File: config.mk
export PLATFORM = sky130hd
export DESIGN_NAME = rfor_seq
export DESIGN_NICKNAME = d
export VERILOG_FILES = /design/src/rtl/rfor_pkg.sv /design/src/rtl/rfor_seq.sv
export SDC_FILE = /design/constraint.sdc
export NUM_CORES = 1
export LEC_CHECK = 0
export ABC_CLOCK_PERIOD_IN_PS = 2350
export BUFFER_PORTS_ARGS = -buffer_cell sky130_fd_sc_hd__buf_2
export CORE_MARGIN = 1
export CORE_UTILIZATION = 44
export DETAILED_ROUTE_END_ITERATION = 16
export GPL_TIMING_DRIVEN = 1
export PLACE_DENSITY = 0.82
export SLEW_MARGIN = 20
export SYNTH_ARGS = -nofsm -noshare
export SYNTH_HDL_FRONTEND = slang
export SYNTH_SLANG_ARGS = --single-unit
File: constraint.sdc
create_clock -name clk -period 2.35 [get_ports clk]
set_input_delay 0 -clock clk [delete_from_list [all_inputs] [get_ports clk]]
set_output_delay 0 -clock clk [all_outputs]
set_load 0.02 [all_outputs]
File: src/rtl/rfor_pkg.sv
// ----------------------------------------------------------------------------
// rfor_pkg: shared types and constants of the rectangle rasterizer
// Canvas geometry, item codes, register indexes and the sequencer state type.
// ----------------------------------------------------------------------------
package rfor_pkg;

  localparam int MAX_COLUMNS = 128;
  localparam int MAX_ROWS    = 128;

  localparam int COL_W  = $clog2(MAX_COLUMNS);
  localparam int ROW_W  = $clog2(MAX_ROWS);
  localparam int ADDR_W = $clog2(MAX_COLUMNS * MAX_ROWS);

  // width of a used-area size, wide enough for the register and the limit
  localparam int CFG_W  = 8;
  localparam int XW     = ((COL_W > ROW_W ? COL_W : ROW_W) + 1 > CFG_W) ?
                          ((COL_W > ROW_W ? COL_W : ROW_W) + 1) : CFG_W;

  // geometry: 24-bit signed fixed point, 8 fraction bits, sums need two more
  localparam int COORD_W  = 24;
  localparam int FRAC_W   = 8;
  localparam int GW       = COORD_W + 2;
  localparam int ONE_UNIT = 1 << FRAC_W;

  localparam logic [7:0] SHAPE_OUTLINE = 8'h72;
  localparam logic [7:0] SHAPE_FILLED  = 8'h52;

  localparam logic [1:0] KIND_CLEAR = 2'd0;
  localparam logic [1:0] KIND_DRAW  = 2'd1;
  localparam logic [1:0] KIND_READ  = 2'd2;

  localparam logic [1:0] CFG_IDX_WIDTH  = 2'd0;
  localparam logic [1:0] CFG_IDX_HEIGHT = 2'd1;
  localparam logic [1:0] CFG_IDX_BG     = 2'd2;

  localparam logic [CFG_W-1:0] RST_WIDTH  = 8'd128;
  localparam logic [CFG_W-1:0] RST_HEIGHT = 8'd128;
  localparam logic [CFG_W-1:0] RST_BG     = 8'd32;

  typedef enum logic [2:0] {
    ST_IDLE,
    ST_SETUP,
    ST_SWEEP,
    ST_READ,
    ST_RDATA,
    ST_FINISH
  } st_t;

  // sequencer to geometry unit
  typedef struct packed {
    logic capture;  // load rectangle and first bounds
    logic setup;    // derive inner bounds
  } geom_ctl_t;

endpackage

File: src/rtl/rfor_seq.sv
// ----------------------------------------------------------------------------
// rfor_seq: item sequencer
// Decodes items, sweeps the canvas one pixel a cycle, reads single pixels
// and holds the result word until the receiver takes it.
// ----------------------------------------------------------------------------
module rfor_seq
  import rfor_pkg::*;
(
  input  logic              clk,
  input  logic              rst_n,
  input  logic              in_valid,
  output logic              in_stall,
  input  logic [1:0]        in_kind,
  input  logic [7:0]        in_shape_code,
  input  logic              in_span_ok,
  input  logic [7:0]        in_paint_byte,
  input  logic [6:0]        in_read_column,
  input  logic [6:0]        in_read_row,
  output logic              out_valid,
  input  logic              out_stall,
  output logic              out_status,
  output logic [7:0]        out_pixel_byte,
  input  logic [CFG_W-1:0]  cfg_width,
  input  logic [CFG_W-1:0]  cfg_height,
  input  logic [7:0]        cfg_bg,
  output geom_ctl_t         geom_ctl,
  output logic              filled,
  output logic [COL_W-1:0]  col,
  output logic [ROW_W-1:0]  row,
  input  logic              hit,
  output logic              wr_en,
  output logic [ADDR_W-1:0] wr_addr,
  output logic [7:0]        wr_data,
  output logic              rd_en,
  output logic [ADDR_W-1:0] rd_addr,
  input  logic [7:0]        rd_data
);

  st_t              state_r, state_nxt;
  logic             clear_r, clear_nxt;
  logic             filled_r, filled_nxt;
  logic [7:0]       paint_r, paint_nxt;
  logic [6:0]       rcol_r, rcol_nxt;
  logic [6:0]       rrow_r, rrow_nxt;
  logic [COL_W-1:0] col_r, col_nxt;
  logic [ROW_W-1:0] row_r, row_nxt;
  logic             res_status_r, res_status_nxt;
  logic [7:0]       res_pixel_r, res_pixel_nxt;
  logic             out_valid_r, out_valid_nxt;
  logic             out_status_r, out_status_nxt;
  logic [7:0]       out_pixel_r, out_pixel_nxt;

  logic [XW-1:0]    ucols, urows;
  logic             empty, last_col, last_row, accept, shape_ok, rd_in_range;

  // used area, saturated to the canvas size
  always_comb begin
    ucols = (XW'(cfg_width) > XW'(MAX_COLUMNS)) ? XW'(MAX_COLUMNS) : XW'(cfg_width);
    urows = (XW'(cfg_height) > XW'(MAX_ROWS)) ? XW'(MAX_ROWS) : XW'(cfg_height);
    empty = (ucols == '0) || (urows == '0);
    last_col = (XW'(col_r) == ucols - XW'(1));
    last_row = (XW'(row_r) == urows - XW'(1));
    rd_in_range = (XW'(rcol_r) < ucols) && (XW'(rrow_r) < urows);
    shape_ok = (in_shape_code == SHAPE_OUTLINE) || (in_shape_code == SHAPE_FILLED);
  end

  assign accept   = in_valid && (state_r == ST_IDLE);
  assign in_stall = (state_r != ST_IDLE);

  always_comb begin
    state_nxt      = state_r;
    clear_nxt      = clear_r;
    filled_nxt     = filled_r;
    paint_nxt      = paint_r;
    rcol_nxt       = rcol_r;
    rrow_nxt       = rrow_r;
    col_nxt        = col_r;
    row_nxt        = row_r;
    res_status_nxt = res_status_r;
    res_pixel_nxt  = res_pixel_r;
    out_valid_nxt  = out_valid_r;
    out_status_nxt = out_status_r;
    out_pixel_nxt  = out_pixel_r;
    geom_ctl       = '0;
    wr_en          = 1'b0;
    rd_en          = 1'b0;

    // drop the result word once taken
    if (out_valid_r && !out_stall) begin
      out_valid_nxt = 1'b0;
    end

    case (state_r)
      ST_IDLE: begin
        if (accept) begin
          geom_ctl.capture = 1'b1;
          clear_nxt      = (in_kind == KIND_CLEAR);
          filled_nxt     = (in_shape_code == SHAPE_FILLED);
          paint_nxt      = in_paint_byte;
          rcol_nxt       = in_read_column;
          rrow_nxt       = in_read_row;
          col_nxt        = '0;
          row_nxt        = '0;
          res_status_nxt = 1'b0;
          res_pixel_nxt  = '0;
          case (in_kind)
            KIND_CLEAR: state_nxt = empty ? ST_FINISH : ST_SWEEP;
            KIND_DRAW: begin
              if (!in_span_ok || !shape_ok) begin
                res_status_nxt = 1'b1;
                state_nxt      = ST_FINISH;
              end else begin
                state_nxt = ST_SETUP;
              end
            end
            KIND_READ: state_nxt = ST_READ;
            default:   state_nxt = ST_FINISH;
          endcase
        end
      end
      ST_SETUP: begin
        geom_ctl.setup = 1'b1;
        state_nxt      = empty ? ST_FINISH : ST_SWEEP;
      end
      ST_SWEEP: begin
        wr_en = clear_r || hit;
        if (last_col) begin
          col_nxt = '0;
          row_nxt = row_r + ROW_W'(1);
          if (last_row) begin
            state_nxt = ST_FINISH;
          end
        end else begin
          col_nxt = col_r + COL_W'(1);
        end
      end
      ST_READ: begin
        rd_en     = 1'b1;
        state_nxt = ST_RDATA;
      end
      ST_RDATA: begin
        res_pixel_nxt = rd_in_range ? rd_data : 8'd0;
        state_nxt     = ST_FINISH;
      end
      ST_FINISH: begin
        // hold until the output register is free
        if (!out_valid_r || !out_stall) begin
          out_valid_nxt  = 1'b1;
          out_status_nxt = res_status_r;
          out_pixel_nxt  = res_pixel_r;
          state_nxt      = ST_IDLE;
        end
      end
      default: state_nxt = ST_IDLE;
    endcase
  end

  always_ff @(posedge clk) begin
    if (!rst_n) begin
      state_r     <= ST_IDLE;
      out_valid_r <= 1'b0;
    end else begin
      state_r     <= state_nxt;
      out_valid_r <= out_valid_nxt;
    end
  end

  always_ff @(posedge clk) begin
    clear_r      <= clear_nxt;
    filled_r     <= filled_nxt;
    paint_r      <= paint_nxt;
    rcol_r       <= rcol_nxt;
    rrow_r       <= rrow_nxt;
    col_r        <= col_nxt;
    row_r        <= row_nxt;
    res_status_r <= res_status_nxt;
    res_pixel_r  <= res_pixel_nxt;
    out_status_r <= out_status_nxt;
    out_pixel_r  <= out_pixel_nxt;
  end

  assign filled         = filled_r;
  assign col            = col_r;
  assign row            = row_r;
  assign wr_addr        = ADDR_W'(row_r) * ADDR_W'(MAX_COLUMNS) + ADDR_W'(col_r);
  assign wr_data        = clear_r ? cfg_bg : paint_r;
  assign rd_addr        = ADDR_W'(rrow_r[ROW_W-1:0]) * ADDR_W'(MAX_COLUMNS)
                          + ADDR_W'(rcol_r[COL_W-1:0]);
  assign out_valid      = out_valid_r;
  assign out_status     = out_status_r;
  assign out_pixel_byte = out_pixel_r;

endmodule

# ---- Word level (Yosys, flattened, before mapping)
# Cells that the tools add are included.
dict set report totals {
  word_cells 91
  regBits 60
  in_bits 70
}
dict set report classes {
  n_mux 28
  n_lt_le_gt_ge 4
  reduce_logical 25
  n_addsub 6
  n_eq_ne 15
}
# cell count
set ops {}
lappend ops {{2-to-1 mux 8 bit} 5}
lappend ops {{adder 14 x 7 -> 14 bit} 2}
lappend ops {{case mux 7 bit (2 select lines)} 2}
lappend ops {{2-to-1 mux 7 bit} 3}
lappend ops {{2-to-1 mux 3 bit} 6}
lappend ops {{case mux 3 bit (6 select lines)} 1}
lappend ops {{== test 7 x 8 -> 1 bit} 2}
lappend ops {{== test 8 x 7 -> 1 bit, second input constant} 2}
lappend ops {{> comparator 8 bit, second input constant} 2}
lappend ops {{zero test 8 bit} 2}
lappend ops {{less-than comparator 7 x 8 -> 1 bit} 2}
lappend ops {{case mux 8 bit (2 select lines)} 1}
lappend ops {{subtractor 8 x 1 -> 8 bit, second input constant} 2}
lappend ops {{adder 7 x 1 -> 7 bit, second input constant} 2}
lappend ops {{2-to-1 mux 1 bit} 9}
lappend ops {{case mux 3 bit (3 select lines)} 1}
lappend ops {{!= test 2 bit, second input constant} 4}
lappend ops {{AND reduction 2 bit} 4}
lappend ops {{== test 3 x 2 -> 1 bit, second input constant} 2}
lappend ops {{== test 3 bit, second input constant} 2}
lappend ops {{logical OR 1 bit} 5}
lappend ops {{zero test 1 bit} 4}
lappend ops {{AND reduction 4 bit} 1}
lappend ops {{nonzero test 2 bit} 2}
lappend ops {{8 further kinds} 10}

# ---- Depth between registers and ports, before layout
dict set report depth {
  depth_word 8
  ltp_mapped 10
}

# ---- Least setup slack after synthesis
# Ideal clock, no wire load.
dict set report synth_path {
  path_kind {in2reg}
  startpoint {input port cfg_width[7]}
  endpoint {register row_r[0], in the netlist row[0], enable pin}
  t_arrival_ns 2.097
  setup_slack_ns -0.072
  t_required_ns 2.024
  stages 9
  path_buffers 1
  setup_ns 0.326
  path_cell_list {clkbuf_1 -> nand2b_1 -> ha_1 -> or3b_1 -> o41ai_2 -> o21ai_1 -> a221oi_2 -> a21o_2 -> and2_1}
}
dict set report synth_between {
  elab_chain_cells 6
}
# element line_no
set synth_rtl {}
lappend synth_rtl {{start: declaration} rfor_seq.sv:23} ;# input logic [CFG_W-1:0] cfg_width,
lappend synth_rtl {{> comparator 8 bit} rfor_seq.sv:58} ;# ucols = (XW'(cfg_width) > XW'(MAX_COLUMNS)) ? XW'(MAX_COLUMNS) : XW'(cfg_width);
lappend synth_rtl {{2-to-1 mux 8 bit *} rfor_seq.sv:58}
lappend synth_rtl {{subtractor 8 x 1 -> 8 bit *} rfor_seq.sv:61} ;# last_col = (XW'(col_r) == ucols - XW'(1));
lappend synth_rtl {{== test 7 x 8 -> 1 bit *} rfor_seq.sv:61}
lappend synth_rtl {{!= test 2 bit (no line) *} n/a}
lappend synth_rtl {{AND reduction 3 bit (no line) *} n/a}
lappend synth_rtl {{end signal: assignment} rfor_seq.sv:175} ;# row_r <= row_nxt;
lappend synth_rtl {{end: declaration} rfor_seq.sv:46} ;# logic [ROW_W-1:0] row_r, row_nxt;
# Every way passes the cells marked *; elsewhere a longest branch is shown, timed or not.
# A chain may end at the register's enable or synchronous reset.

# ---- Final worst setup path
dict set report layout_path {
  startpoint {register rcol_r[5]}
  endpoint {register res_pixel_r[2], data pin}
}
dict set report layout_between {
  elab_chain_cells 4
}
# element line_no
set layout_rtl {}
lappend layout_rtl {{start: declaration} rfor_seq.sv:43} ;# logic [6:0] rcol_r, rcol_nxt;
lappend layout_rtl {{start signal: assignment} rfor_seq.sv:172} ;# rcol_r <= rcol_nxt;
lappend layout_rtl {{less-than comparator 7 x 8 -> 1 bit} rfor_seq.sv:63} ;# rd_in_range = (XW'(rcol_r) < ucols) && (XW'(rrow_r) < urows);
lappend layout_rtl {{logical AND 1 bit} rfor_seq.sv:63}
lappend layout_rtl {{2-to-1 mux 8 bit} rfor_seq.sv:142} ;# res_pixel_nxt = rd_in_range ? rd_data : 8'd0;
lappend layout_rtl {{case mux 8 bit (2 select lines)} rfor_seq.sv:93} ;# case (state_r)
lappend layout_rtl {{end signal: assignment} rfor_seq.sv:177} ;# res_pixel_r <= res_pixel_nxt;
lappend layout_rtl {{end: declaration} rfor_seq.sv:48} ;# logic [7:0] res_pixel_r, res_pixel_nxt;
# Every way passes these cells.

==> results.ini <==
[clock_network]
ctsResizeCount=0
h-tree-depth=3
root_buffer=clkbuf_8
path_clk_slew_ns=0.07
clock_sinks=60
cts_buffers=9
cts_tree=built
clockBufferDepth=2
clock_latency_ns=0.34

[setup_path]
crit_path_end_kind=flop
crit_type=flop to flop
crit_arrival_ns=2.34
r2r_setup_slack_ns=0.19
cp_max_fo=8
required_ns=2.53
startpoint_type=flop

[grt]
grt_pass1_vias=2857
antenna_found_initial=0
grt_max_degree=27
grt_pass1_wl_mm=13.3
grt_use_total=0.211
grt_overflow_total=0

[floorplan]
die_y_um=89.9
die-area_um2=8080
die_x_um=89.9
rows=31
start_util=0.461
num_io_pins=136
core_area_um2=7370

[synth]
yosys-top-cells-area=edfxtp_1 (49%), ha_1 (7.0%), xnor2_1 (3.9%)
synth_area_um2=3400
syn-num-nets=384
synth-seq-cells=60
ys_types=50
synth_common_cells=edfxtp_1 (56), nor2_1 (24), ha_1 (19)
ys_warn_count=0
avgSynthCellArea_um2=11.5
yosys.area.top_type_share=0.495
yosysMostFrequentCell=edfxtp_1
synth-edff-count=56
ys_async_sr_fraction=0
synthCells=295
yosysTopAreaCell=edfxtp_1
synth_ff_type=edfxtp_1
yosysSeqAreaShare=0.518

[placement]
place_inst=518
portBuffers=135
pre_cts_slack_ns=0.0407
dp_hpwl_mm=5.98
gp_congestion=0.762

[finish]
drive_gt1_frac=0.393
post-route-util=0.625
area_growth_pct=35.5
fin_nets=545
n_fill_cell=591
final_cells=560
n_antenna_cell=0

[sta]
worst_pin_slew_ns=0.606
setup_tns_ns=0
fin_ws_ns=0.189
fin_skew_ns=0.0105
slew_viol_final=0
hold_slack_ns=0.0333
min_period_over_period=0.919
relSlewSlack=0.593
final.min_clock_period_ns=2.16
rsz0062_at_grt=false
hold_violations=0
setup_viol=0
fmax_mhz=463

[routing]
remaining_drc_errors=0
drt_wl_total_mm=8.39
drtAntennaViolNets=0
drt_iter0_markers=140
wl_per_cell_um=15.0
vias=2850
dr.pass1.iters=4
avgViaCountPerCell=5.09

[run]
cap_violations=0

[min_path]
min_path_type=primary input to flop

[power_and_ir_drop]
ir_drop_v=0.000648
p_per_area_nw_per_um2=1040
p_leak_uw=0.00199

[outcome]
outcome=completed

## layer usage
layer / global-route usage / wire length [um] / part of all wire
met5: 0 / 0 / 0
met4: 0.0954 / 132 / 0.016
met3: 0.0482 / 575 / 0.069
met2: 0.360 / 4220 / 0.50
met1: 0.253 / 3460 / 0.41
## flip-flops by register name, indices dropped and copies added (netlist names)
register / flops
filled: 1
paint_r: 8
out_pixel_byte: 8
state_r: 3
out_valid: 1
rcol_r: 7
out_status: 1
res_pixel_r: 8
res_status_r: 1
row: 7
rrow_r: 7
col: 7
clear_r: 1
## area by class of cell
class	instances	area [um2]	area share
clock buffers	9	124	0.0269
inverters	10	37.5	0.00815
well taps	99	124	0.0269
repair buffers	172	1020	0.221
multi-input cells	203	1470	0.318
flip-flops and latches	60	1760	0.382
clock inverters	7	75.1	0.0163
## critical path: stages, from the launching register on
cell      delay, ns
edfxtp_1       0.40
ha_1           0.33
a21o_1         0.16
a21oi_1        0.17
o22ai_1        0.10
nor4b_1        0.29
o21ai_1        0.28
nor3b_1        0.25
## timing repair
| action | 4_1_cts | 5_1_grt |
|---|---|---|
| setup buffers | 0 | 0 |
| endpoints found under the hold margin | 25 | 0 |
| hold buffers | 26 | 0 |
## where the power goes
| part | switching, uW | total [uW] | internal, uW |
|---|---|---|---|
| sequential | 330 | 1950 | 1620 |
| clock | 442 | 938 | 496 |
| combinational | 1160 | 1920 | 766 |
| total | 1930 | 4810 | 2880 |
## worst paths after layout
| path | startpoint | end | depth (start not counted) |
|---|---|---|---|
| worst min register to register | res_pixel_r[1] | out_pixel_byte[1] | 0 |
| worst min-delay path | rd_data[6] | res_pixel_r[6] | 2 |
| worst max-delay path | rcol_r[5] | res_pixel_r[2] | 7 |
| worst max register to register | rcol_r[5] | res_pixel_r[2] | 7 |
## cells by family after synthesis
kind of cell | Yosys count | synth area share
buffers and inverters | 32 | 0.0508
DFF | 60 | 0.518
xor gates and xnor gates | 21 | 0.0541
adders and majority gates | 19 | 0.0699
muxes | 9 | 0.0298
AOI/OAI and AO/OA | 51 | 0.100
and+or+nand+nor | 103 | 0.177
## layout by cell type (no fill, tap or decap), drive strengths merged, types with 10 or more instances in the layout
master,n
a21oi,13
buf,146
dlygate4sd3,26
edfxtp,56
ha,19
inv,12
nand2b,13
nor2,24
nor3b,10
o21ai,12
xnor2,15
## metrics by stage
stage / area, um2 / power [uW]
after floorplan: 3400 / 3290
after detailed placement: 4150 / 3850
after global routing: 4610 / 5090
after global placement: 4150 / 3780
final: 4610 / 4810
after CTS: 4610 / 4830
Power figures use the tool's default switching activity.
