$ cat config.mk
export PLATFORM = sky130hd
export DESIGN_NAME = rfor_geom
export DESIGN_NICKNAME = d
export VERILOG_FILES = /design/src/rtl/rfor_pkg.sv /design/src/rtl/rfor_geom.sv
export SDC_FILE = /design/constraint.sdc
export NUM_CORES = 1
export LEC_CHECK = 0
export ABC_AREA = 1
export BUFFER_PORTS_ARGS = -buffer_cell sky130_fd_sc_hd__buf_4
export CELL_PAD_IN_SITES_DETAIL_PLACEMENT = 1
export CELL_PAD_IN_SITES_GLOBAL_PLACEMENT = 2
export CORE_MARGIN = 2
export CORE_UTILIZATION = 35
export CTS_BUF_LIST = sky130_fd_sc_hd__clkbuf_8
export CTS_CLUSTER_DIAMETER = 100
export DETAILED_ROUTE_END_ITERATION = 10
export GPL_TIMING_DRIVEN = 1
export PLACE_DENSITY = 0.85
export SLEW_MARGIN = 30
export SYNTH_ARGS = -nofsm -noshare
export SYNTH_HDL_FRONTEND = slang
export SYNTH_SLANG_ARGS = --single-unit
$ cat constraint.sdc
create_clock -name clk -period 1.8 [get_ports clk]
set_input_delay 0.09 -clock clk [delete_from_list [all_inputs] [get_ports clk]]
set_output_delay 0.09 -clock clk [all_outputs]
set_load 0.01 [all_outputs]
$ cat src/rtl/rfor_pkg.sv
// ----------------------------------------------------------------------------
// rfor_pkg: shared types and constants of the rectangle rasterizer
// Canvas geometry, item codes, register indexes and the sequencer state type.
// ----------------------------------------------------------------------------
package rfor_pkg;

  localparam int MAX_COLUMNS = 128;
  localparam int MAX_ROWS    = 128;

  localparam int COL_W  = $clog2(MAX_COLUMNS);
  localparam int ROW_W  = $clog2(MAX_ROWS);
  localparam int ADDR_W = $clog2(MAX_COLUMNS * MAX_ROWS);

  // width of a used-area size, wide enough for the register and the limit
  localparam int CFG_W  = 8;
  localparam int XW     = ((COL_W > ROW_W ? COL_W : ROW_W) + 1 > CFG_W) ?
                          ((COL_W > ROW_W ? COL_W : ROW_W) + 1) : CFG_W;

  // geometry: 24-bit signed fixed point, 8 fraction bits, sums need two more
  localparam int COORD_W  = 24;
  localparam int FRAC_W   = 8;
  localparam int GW       = COORD_W + 2;
  localparam int ONE_UNIT = 1 << FRAC_W;

  localparam logic [7:0] SHAPE_OUTLINE = 8'h72;
  localparam logic [7:0] SHAPE_FILLED  = 8'h52;

  localparam logic [1:0] KIND_CLEAR = 2'd0;
  localparam logic [1:0] KIND_DRAW  = 2'd1;
  localparam logic [1:0] KIND_READ  = 2'd2;

  localparam logic [1:0] CFG_IDX_WIDTH  = 2'd0;
  localparam logic [1:0] CFG_IDX_HEIGHT = 2'd1;
  localparam logic [1:0] CFG_IDX_BG     = 2'd2;

  localparam logic [CFG_W-1:0] RST_WIDTH  = 8'd128;
  localparam logic [CFG_W-1:0] RST_HEIGHT = 8'd128;
  localparam logic [CFG_W-1:0] RST_BG     = 8'd32;

  typedef enum logic [2:0] {
    ST_IDLE,
    ST_SETUP,
    ST_SWEEP,
    ST_READ,
    ST_RDATA,
    ST_FINISH
  } st_t;

  // sequencer to geometry unit
  typedef struct packed {
    logic capture;  // load rectangle and first bounds
    logic setup;    // derive inner bounds
  } geom_ctl_t;

endpackage

$ cat src/rtl/rfor_geom.sv
// ----------------------------------------------------------------------------
// rfor_geom: rectangle coverage unit
// Holds the rectangle bounds and tests one pixel per cycle against them.
// ----------------------------------------------------------------------------
module rfor_geom
  import rfor_pkg::*;
(
  input  logic                      clk,
  input  geom_ctl_t                 ctl,
  input  logic signed [COORD_W-1:0] rect_left,
  input  logic signed [COORD_W-1:0] rect_top,
  input  logic signed [COORD_W-1:0] rect_span_x,
  input  logic signed [COORD_W-1:0] rect_span_y,
  input  logic                      filled,
  input  logic [COL_W-1:0]          col,
  input  logic [ROW_W-1:0]          row,
  output logic                      hit
);

  logic signed [GW-1:0] left_r, top_r, right_r, bottom_r;
  logic signed [GW-1:0] lin_r, tin_r, rin_r, bin_r;
  logic signed [GW-1:0] px, py;
  logic                 covered, border;

  always_ff @(posedge clk) begin
    if (ctl.capture) begin
      left_r   <= GW'(rect_left);
      top_r    <= GW'(rect_top);
      right_r  <= GW'(rect_left) + GW'(rect_span_x);
      bottom_r <= GW'(rect_top) + GW'(rect_span_y);
      lin_r    <= GW'(rect_left) + GW'(ONE_UNIT);
      tin_r    <= GW'(rect_top) + GW'(ONE_UNIT);
    end
    if (ctl.setup) begin
      rin_r <= right_r - GW'(ONE_UNIT);
      bin_r <= bottom_r - GW'(ONE_UNIT);
    end
  end

  // pixel centers sit on whole units
  assign px = $signed({{(GW-COL_W-FRAC_W){1'b0}}, col, {FRAC_W{1'b0}}});
  assign py = $signed({{(GW-ROW_W-FRAC_W){1'b0}}, row, {FRAC_W{1'b0}}});

  always_comb begin
    covered = (px >= left_r) && (px <= right_r) && (py >= top_r) && (py <= bottom_r);
    // less than one unit from any edge
    border  = (px < lin_r) || (px > rin_r) || (py < tin_r) || (py > bin_r);
    hit     = covered && (border || filled);
  end

endmodule

==> Word-level counts from Yosys, hierarchy flattened <==
Cells that the tools add are included.
{ "totals": {"regBits": 204, "word_cells": 30, "input_bits": 114, "output_inout_bits": 1} }
{ "op_classes": {"n_addsub": 6, "n_reduce_logical": 8, "n_lt_le_gt_ge": 8} }
{ "op_table": {"columns": ["operator", "count"], "rows": [
  ["16-bit by 26-bit > comparator with 1-bit output", 2],
  ["16-bit by 26-bit <= comparator with 1-bit output", 2],
  ["16-bit by 26-bit less-than comparator with 1-bit output", 2],
  ["26-bit by 10-bit subtractor with 26-bit output (second input constant)", 2],
  ["24-bit by 10-bit adder with 25-bit output (second input constant)", 2],
  ["24-bit by 24-bit adder with 25-bit output", 2],
  ["16-bit by 24-bit greater-or-equal comparator with 1-bit output", 2],
  ["1-bit logical AND", 4],
  ["1-bit logical OR", 4]
]} }

==> Logic depth before layout (Yosys ltp) <==
{ "depth": {"ltp_word": 6, "ltp_mapped": 14, "mapped_depth_nobuf": 14} }

==> Worst setup path before layout <==
Ideal clock, no wire load.
{ "synth_timing": {"path_kind": "input -> register", "start": "input port rect_top[0]", "end": "register bottom_r[18] (data pin)", "arrival_ns": 1.452, "cell_stages": 9, "setup_time_ns": 0.252, "required_ns": 1.548, "slack_ns": 0.096, "n_path_buf": 0, "cell_sequence": "ha_1 > inv_1 > fa_1 > o21ai_2 > a21oi_2 > o21ai_2 > a21oi_1 > nand2_1 > nand2_1"} }
{ "synth_between": {"elab_chain_cells": 1} }
{ "synth_lines": {"columns": ["element", "line", "rtl"], "rows": [
  ["from (decl)", "rfor_geom.sv:11", "input logic signed [COORD_W-1:0] rect_top,"],
  ["24-bit by 24-bit adder with 25-bit output", "rfor_geom.sv:30", "bottom_r <= GW'(rect_top) + GW'(rect_span_y);"],
  ["to (signal assigned)", "rfor_geom.sv:30", null],
  ["to (decl)", "rfor_geom.sv:20", "logic signed [GW-1:0] left_r, top_r, right_r, bottom_r;"]
]} }
No other way between the ends.
A chain may end at the register's enable or synchronous reset.

==> Final worst setup path <==
{ "layout_timing": {"start": "register right_r[11]", "end": "output port hit"} }
{ "layout_between": {"elab_chain_cells": 5} }
{ "layout_lines": {"columns": ["element", "line", "rtl"], "rows": [
  ["from (decl)", "rfor_geom.sv:20", null],
  ["from (signal assigned)", "rfor_geom.sv:29", "right_r <= GW'(rect_left) + GW'(rect_span_x);"],
  ["16-bit by 26-bit <= comparator with 1-bit output", "rfor_geom.sv:45", "covered = (px >= left_r) && (px <= right_r) && (py >= top_r) && (py <= bottom_r);"],
  ["1-bit logical AND (3 in a row)", "rfor_geom.sv:45", null],
  ["1-bit logical AND", "rfor_geom.sv:48", "hit = covered && (border || filled);"],
  ["to (decl)", "rfor_geom.sv:17", "output logic hit"]
]} }
No other way between the ends.

==> impl_metrics.env <==
export IMPL_crit_type="register to output port"
export IMPL_final_instance_count_excl_fill=2077
export IMPL_drc_markers=0
export IMPL_hold_path_depth=3
export IMPL_placer_congestion=0.820
export IMPL_post_route_min_period_ns=2.39
export IMPL_rsz0062_at_grt="yes"
export IMPL_synth_largest_area_cell="sky130_fd_sc_hd__edfxtp_1"
export IMPL_clk_lat_worst_skew_ns=0.50
export IMPL_arrival_ns=2.30
export IMPL_maxSlewHeadroom=0.697
export IMPL_cts_num_sinks=184
export IMPL_dp_worst_setup_slack_ns=-0.165
export IMPL_antenna_found_initial=1
export IMPL_die_h_um=186
export IMPL_yosysTopAreaCellShare=0.474
export IMPL_layout_setup_ws_ns=-0.585
export IMPL_synth_fp_nets=1489
export IMPL_worstPathCellList="inv_2 -> ha_4 -> nand2_2 -> nand2_1 -> nand2_1 -> nand2_1 -> nand2_1 -> nand2_1 -> nand2_1 -> nand3_2 -> nand2_2 -> nand4_1 -> nor2_2 -> buf_4"
export IMPL_floorplan_die_width_um=186
export IMPL_cts_reportedPaths_clkPinSlew_ns=0.10
export IMPL_postLayoutCoreUtil=0.493
export IMPL_cts_inserted_buffers=17
export IMPL_failed_checks="setup timing"
export IMPL_avgSynthCellArea_um2=9.21
export IMPL_finClkSkew_ns=0.0167
export IMPL_finalSetupViolCount=8
export IMPL_dp_cells=1964
export IMPL_power_ir_vdd_worst_mv=0.466
export IMPL_reg2reg_from="right_r[13]"
export IMPL_ioPinCount=115
export IMPL_outcome="complete, but fails checks"
export IMPL_clock_fmax_mhz=419
export IMPL_synth_area_mm2=0.0116
export IMPL_detail_route_iter0_violations=539
export IMPL_htreeDepth=4
export IMPL_slowest_delay_ns=0.47
export IMPL_yosys_top_cells_area="sky130_fd_sc_hd__edfxtp_1, sky130_fd_sc_hd__ha_1, sky130_fd_sc_hd__nand2_1"
export IMPL_finish_net_count=1844
export IMPL_yosysUniqueCellTypes=39
export IMPL_grt_util_overall=0.204
export IMPL_timing_reg2reg_setup_slack_ns=-0.11
export IMPL_maxCapViolCount=0
export IMPL_wl_per_cell_um=17.9
export IMPL_ys_dominant_reg_cell="sky130_fd_sc_hd__edfxtp_1"
export IMPL_timing_critical_path_from_type="register"
export IMPL_hp_start="rect_top[8]"
export IMPL_root_buffer="sky130_fd_sc_hd__clkbuf_8"
export IMPL_clock_path_buffers=2
export IMPL_hold_path_class="primary input to register"
export IMPL_p_leak_uw=0.00710
export IMPL_crit_reg2reg_capture="rin_r[17]"
export IMPL_cts_tree="built"
export IMPL_tightest_slew_ns=0.450
export IMPL_required_ns=1.71
export IMPL_share_of_synthesized_flip_flops_with_an_asynchronous_set_or_reset=0
export IMPL_synth_seq_area_share=0.474
export IMPL_start_util=0.357
export IMPL_power_density_mw_per_mm2=754
export IMPL_synth_seq_cells=184
export IMPL_die_area_mm2=0.0347
export IMPL_number_of_instances_in_the_synthesized_netlist=1265
export IMPL_synthToLayoutAreaGrowth_pct=38.1
export IMPL_grt_first_pass_wirelength_um=56000
export IMPL_final_hold_viol_count=0
export IMPL_wl_um=37100
export IMPL_critical_path_most_common_cell="sky130_fd_sc_hd__nand2_1"
export IMPL_floorplan_core_area_mm2=0.0326
export IMPL_crit_path_top_delay_cell="sky130_fd_sc_hd__edfxtp_1"
export IMPL_synth_enable_flop_cells=184
export IMPL_dp_hpwl_um=27900
export IMPL_post_route_cells_drive_above_1_share=0.301
export IMPL_hold_path_end="tin_r[11]"
export IMPL_buffer_ports_inserted=114
export IMPL_rows=66
export IMPL_dr_pass1_iters=5
export IMPL_fin_crit_sh=1.33
export IMPL_worst_setup_path_end_kind="output port"
export IMPL_worst_r2r_path_depth=7
export IMPL_globalRouteOverflowTotal=0
export IMPL_via_per_inst=4.86
export IMPL_vias_in_the_first_global_route=10600
export IMPL_detail_route_antenna_nets=0
export IMPL_pin_count_of_the_biggest_net_entering_global_routing=56
export IMPL_slew_viol_final=0
export IMPL_worstPathMaxFanout=2
export IMPL_vias=10100
export IMPL_yosysWarnings=0
==> state kept, by name (all words and copies together) (netlist names) <==
register and count:
bin_r 26, bottom_r 25, left_r 24, lin_r 17, right_r 25, rin_r 26, tin_r 17, top_r 24
==> synth_stat cells, types with 2 or more instances <==
| library cell | instances |
|---|---|
| sky130_fd_sc_hd__a21oi_2 | 2 |
| sky130_fd_sc_hd__nand2_1 | 273 |
| sky130_fd_sc_hd__inv_1 | 182 |
| sky130_fd_sc_hd__nor4_1 | 7 |
| sky130_fd_sc_hd__o21ai_2 | 6 |
| sky130_fd_sc_hd__fa_1 | 2 |
| sky130_fd_sc_hd__nand3_2 | 5 |
| sky130_fd_sc_hd__nor3_2 | 6 |
| sky130_fd_sc_hd__ha_1 | 108 |
| sky130_fd_sc_hd__o21ai_0 | 40 |
| sky130_fd_sc_hd__edfxtp_1 | 184 |
| sky130_fd_sc_hd__a21oi_1 | 77 |
| sky130_fd_sc_hd__o21bai_1 | 12 |
| sky130_fd_sc_hd__a21o_1 | 7 |
| sky130_fd_sc_hd__xor2_1 | 66 |
| sky130_fd_sc_hd__o21a_1 | 5 |
| sky130_fd_sc_hd__nor3_1 | 22 |
| sky130_fd_sc_hd__nand2_2 | 3 |
| sky130_fd_sc_hd__or2_2 | 4 |
| sky130_fd_sc_hd__nand4_2 | 2 |
| sky130_fd_sc_hd__nand3_1 | 54 |
| sky130_fd_sc_hd__nor2_1 | 133 |
| sky130_fd_sc_hd__nand3b_1 | 5 |
| sky130_fd_sc_hd__nand4_1 | 21 |
| sky130_fd_sc_hd__a21boi_0 | 3 |
| sky130_fd_sc_hd__nor3b_1 | 2 |
| sky130_fd_sc_hd__xnor2_1 | 18 |
| sky130_fd_sc_hd__nor2_2 | 5 |
==> critical path, delay by kind of cell, from the launching register on <==
kind | cells | cell delay [ns]
buf+inv | 2 | 0.25
flops | 1 | 0.47
simple gates | 11 | 0.89
fa+ha+maj | 1 | 0.20
==> metal layers <==
| layer | share of wire | routed length [um] | track usage |
|---|---|---|---|
| met5 | 0 | 0 | 0 |
| met4 | 0.013 | 489 | 0.0465 |
| met3 | 0.030 | 1110 | 0.0231 |
| met2 | 0.49 | 18300 | 0.348 |
| met1 | 0.47 | 17300 | 0.279 |
==> power breakdown <==
group / leakage, uW / switching (uW) / total [uW] / internal (uW)
clock network: 0.000205 / 1770 / 2930 / 1150
logic: 0.00509 / 2000 / 3610 / 1610
registers: 0.00180 / 249 / 5590 / 5340
total: 0.00710 / 4020 / 12100 / 8110
==> final cells by class <==
| cell class | count | area, um^2 |
|---|---|---|
| repair buffers | 336 | 2710 |
| diodes | 2 | 5.00 |
| clock buffers | 17 | 234 |
| clock inverters | 15 | 164 |
| well taps | 442 | 553 |
| inverters | 182 | 683 |
| flip-flops and latches | 184 | 5530 |
| multi-input cells | 899 | 6210 |
| fillers | 3757 | 16500 |
==> cells by family after synthesis <==
group,after synthesis,synth area share
DFF,184,0.474
adders and majority gates,110,0.119
xor gates and xnor gates,84,0.0632
and+or+nand+nor,550,0.209
buffers and inverters,182,0.0587
AOI/OAI and AO/OA,155,0.0755
==> through the flow <==
step                total power (uW)  hold slack, ns  TNS, ns  area [um^2]
floorplan                       7110           0.189        0        11600
global placement                8510           0.280   -0.671        14200
finish                         12100          0.0500   -0.833        16100
detailed placement              8660           0.282    -1.62        14200
CTS                            11800          0.0191    -3.62        15400
global route                   12700          0.0402    -2.31        16100
==> placed cells by master, fill, tap and decap left out, types with 3 or more instances in the layout <==
| master | netlist | final |
|---|---|---|
| sky130_fd_sc_hd__a21o_1 | 7 | 7 |
| sky130_fd_sc_hd__a21oi_1 | 77 | 60 |
| sky130_fd_sc_hd__a21oi_2 | 2 | 17 |
| sky130_fd_sc_hd__buf_12 | 0 | 4 |
| sky130_fd_sc_hd__buf_4 | 0 | 277 |
| sky130_fd_sc_hd__buf_6 | 0 | 3 |
| sky130_fd_sc_hd__clkbuf_8 | 0 | 17 |
| sky130_fd_sc_hd__clkinv_4 | 0 | 3 |
| sky130_fd_sc_hd__dlygate4sd3_1 | 0 | 52 |
| sky130_fd_sc_hd__edfxtp_1 | 184 | 184 |
| sky130_fd_sc_hd__ha_1 | 108 | 78 |
| sky130_fd_sc_hd__ha_2 | 0 | 9 |
| sky130_fd_sc_hd__ha_4 | 0 | 21 |
| sky130_fd_sc_hd__inv_1 | 182 | 174 |
| sky130_fd_sc_hd__inv_2 | 0 | 10 |
| sky130_fd_sc_hd__inv_6 | 0 | 3 |
| sky130_fd_sc_hd__inv_8 | 0 | 3 |
| sky130_fd_sc_hd__nand2_1 | 273 | 244 |
| sky130_fd_sc_hd__nand2_2 | 3 | 30 |
| sky130_fd_sc_hd__nand3_1 | 54 | 46 |
| sky130_fd_sc_hd__nand3_2 | 5 | 12 |
| sky130_fd_sc_hd__nand3b_1 | 5 | 5 |
| sky130_fd_sc_hd__nand4_1 | 21 | 21 |
| sky130_fd_sc_hd__nor2_1 | 133 | 107 |
| sky130_fd_sc_hd__nor2_2 | 5 | 23 |
| sky130_fd_sc_hd__nor2_4 | 1 | 9 |
| sky130_fd_sc_hd__nor3_1 | 22 | 13 |
| sky130_fd_sc_hd__nor3_2 | 6 | 12 |
| sky130_fd_sc_hd__nor3_4 | 0 | 3 |
| sky130_fd_sc_hd__nor4_2 | 1 | 4 |
| sky130_fd_sc_hd__nor4_4 | 1 | 3 |
| sky130_fd_sc_hd__o21a_1 | 5 | 5 |
| sky130_fd_sc_hd__o21ai_0 | 40 | 27 |
| sky130_fd_sc_hd__o21ai_1 | 0 | 12 |
| sky130_fd_sc_hd__o21ai_2 | 6 | 3 |
| sky130_fd_sc_hd__o21ai_4 | 0 | 4 |
| sky130_fd_sc_hd__o21bai_1 | 12 | 11 |
| sky130_fd_sc_hd__or2_2 | 4 | 4 |
| sky130_fd_sc_hd__xnor2_1 | 18 | 18 |
| sky130_fd_sc_hd__xor2_1 | 66 | 64 |
==> how the worst max path moves through the flow <==
stage,startpoint,end,cells after the start
floorplan,rect_top[0],bottom_r[18],9
global placement,rect_top[0],bottom_r[18],10
detailed placement,rect_top[0],bottom_r[22],10
CTS,right_r[11],hit,14
global route,right_r[13],hit,14
finish,right_r[11],hit,14
==> timing repair <==
| item | 4_1_cts | 5_1_grt |
|---|---|---|
| setup buffers | 14 | 27 |
| endpoints found under the setup margin | 8 | 54 |
| endpoints found under the hold margin | 81 | 2 |
| resized for setup | 40 | 145 |
| pin swaps | 18 | 53 |
| hold buffers | 52 | 2 |
Power figures use the tool's default switching activity.
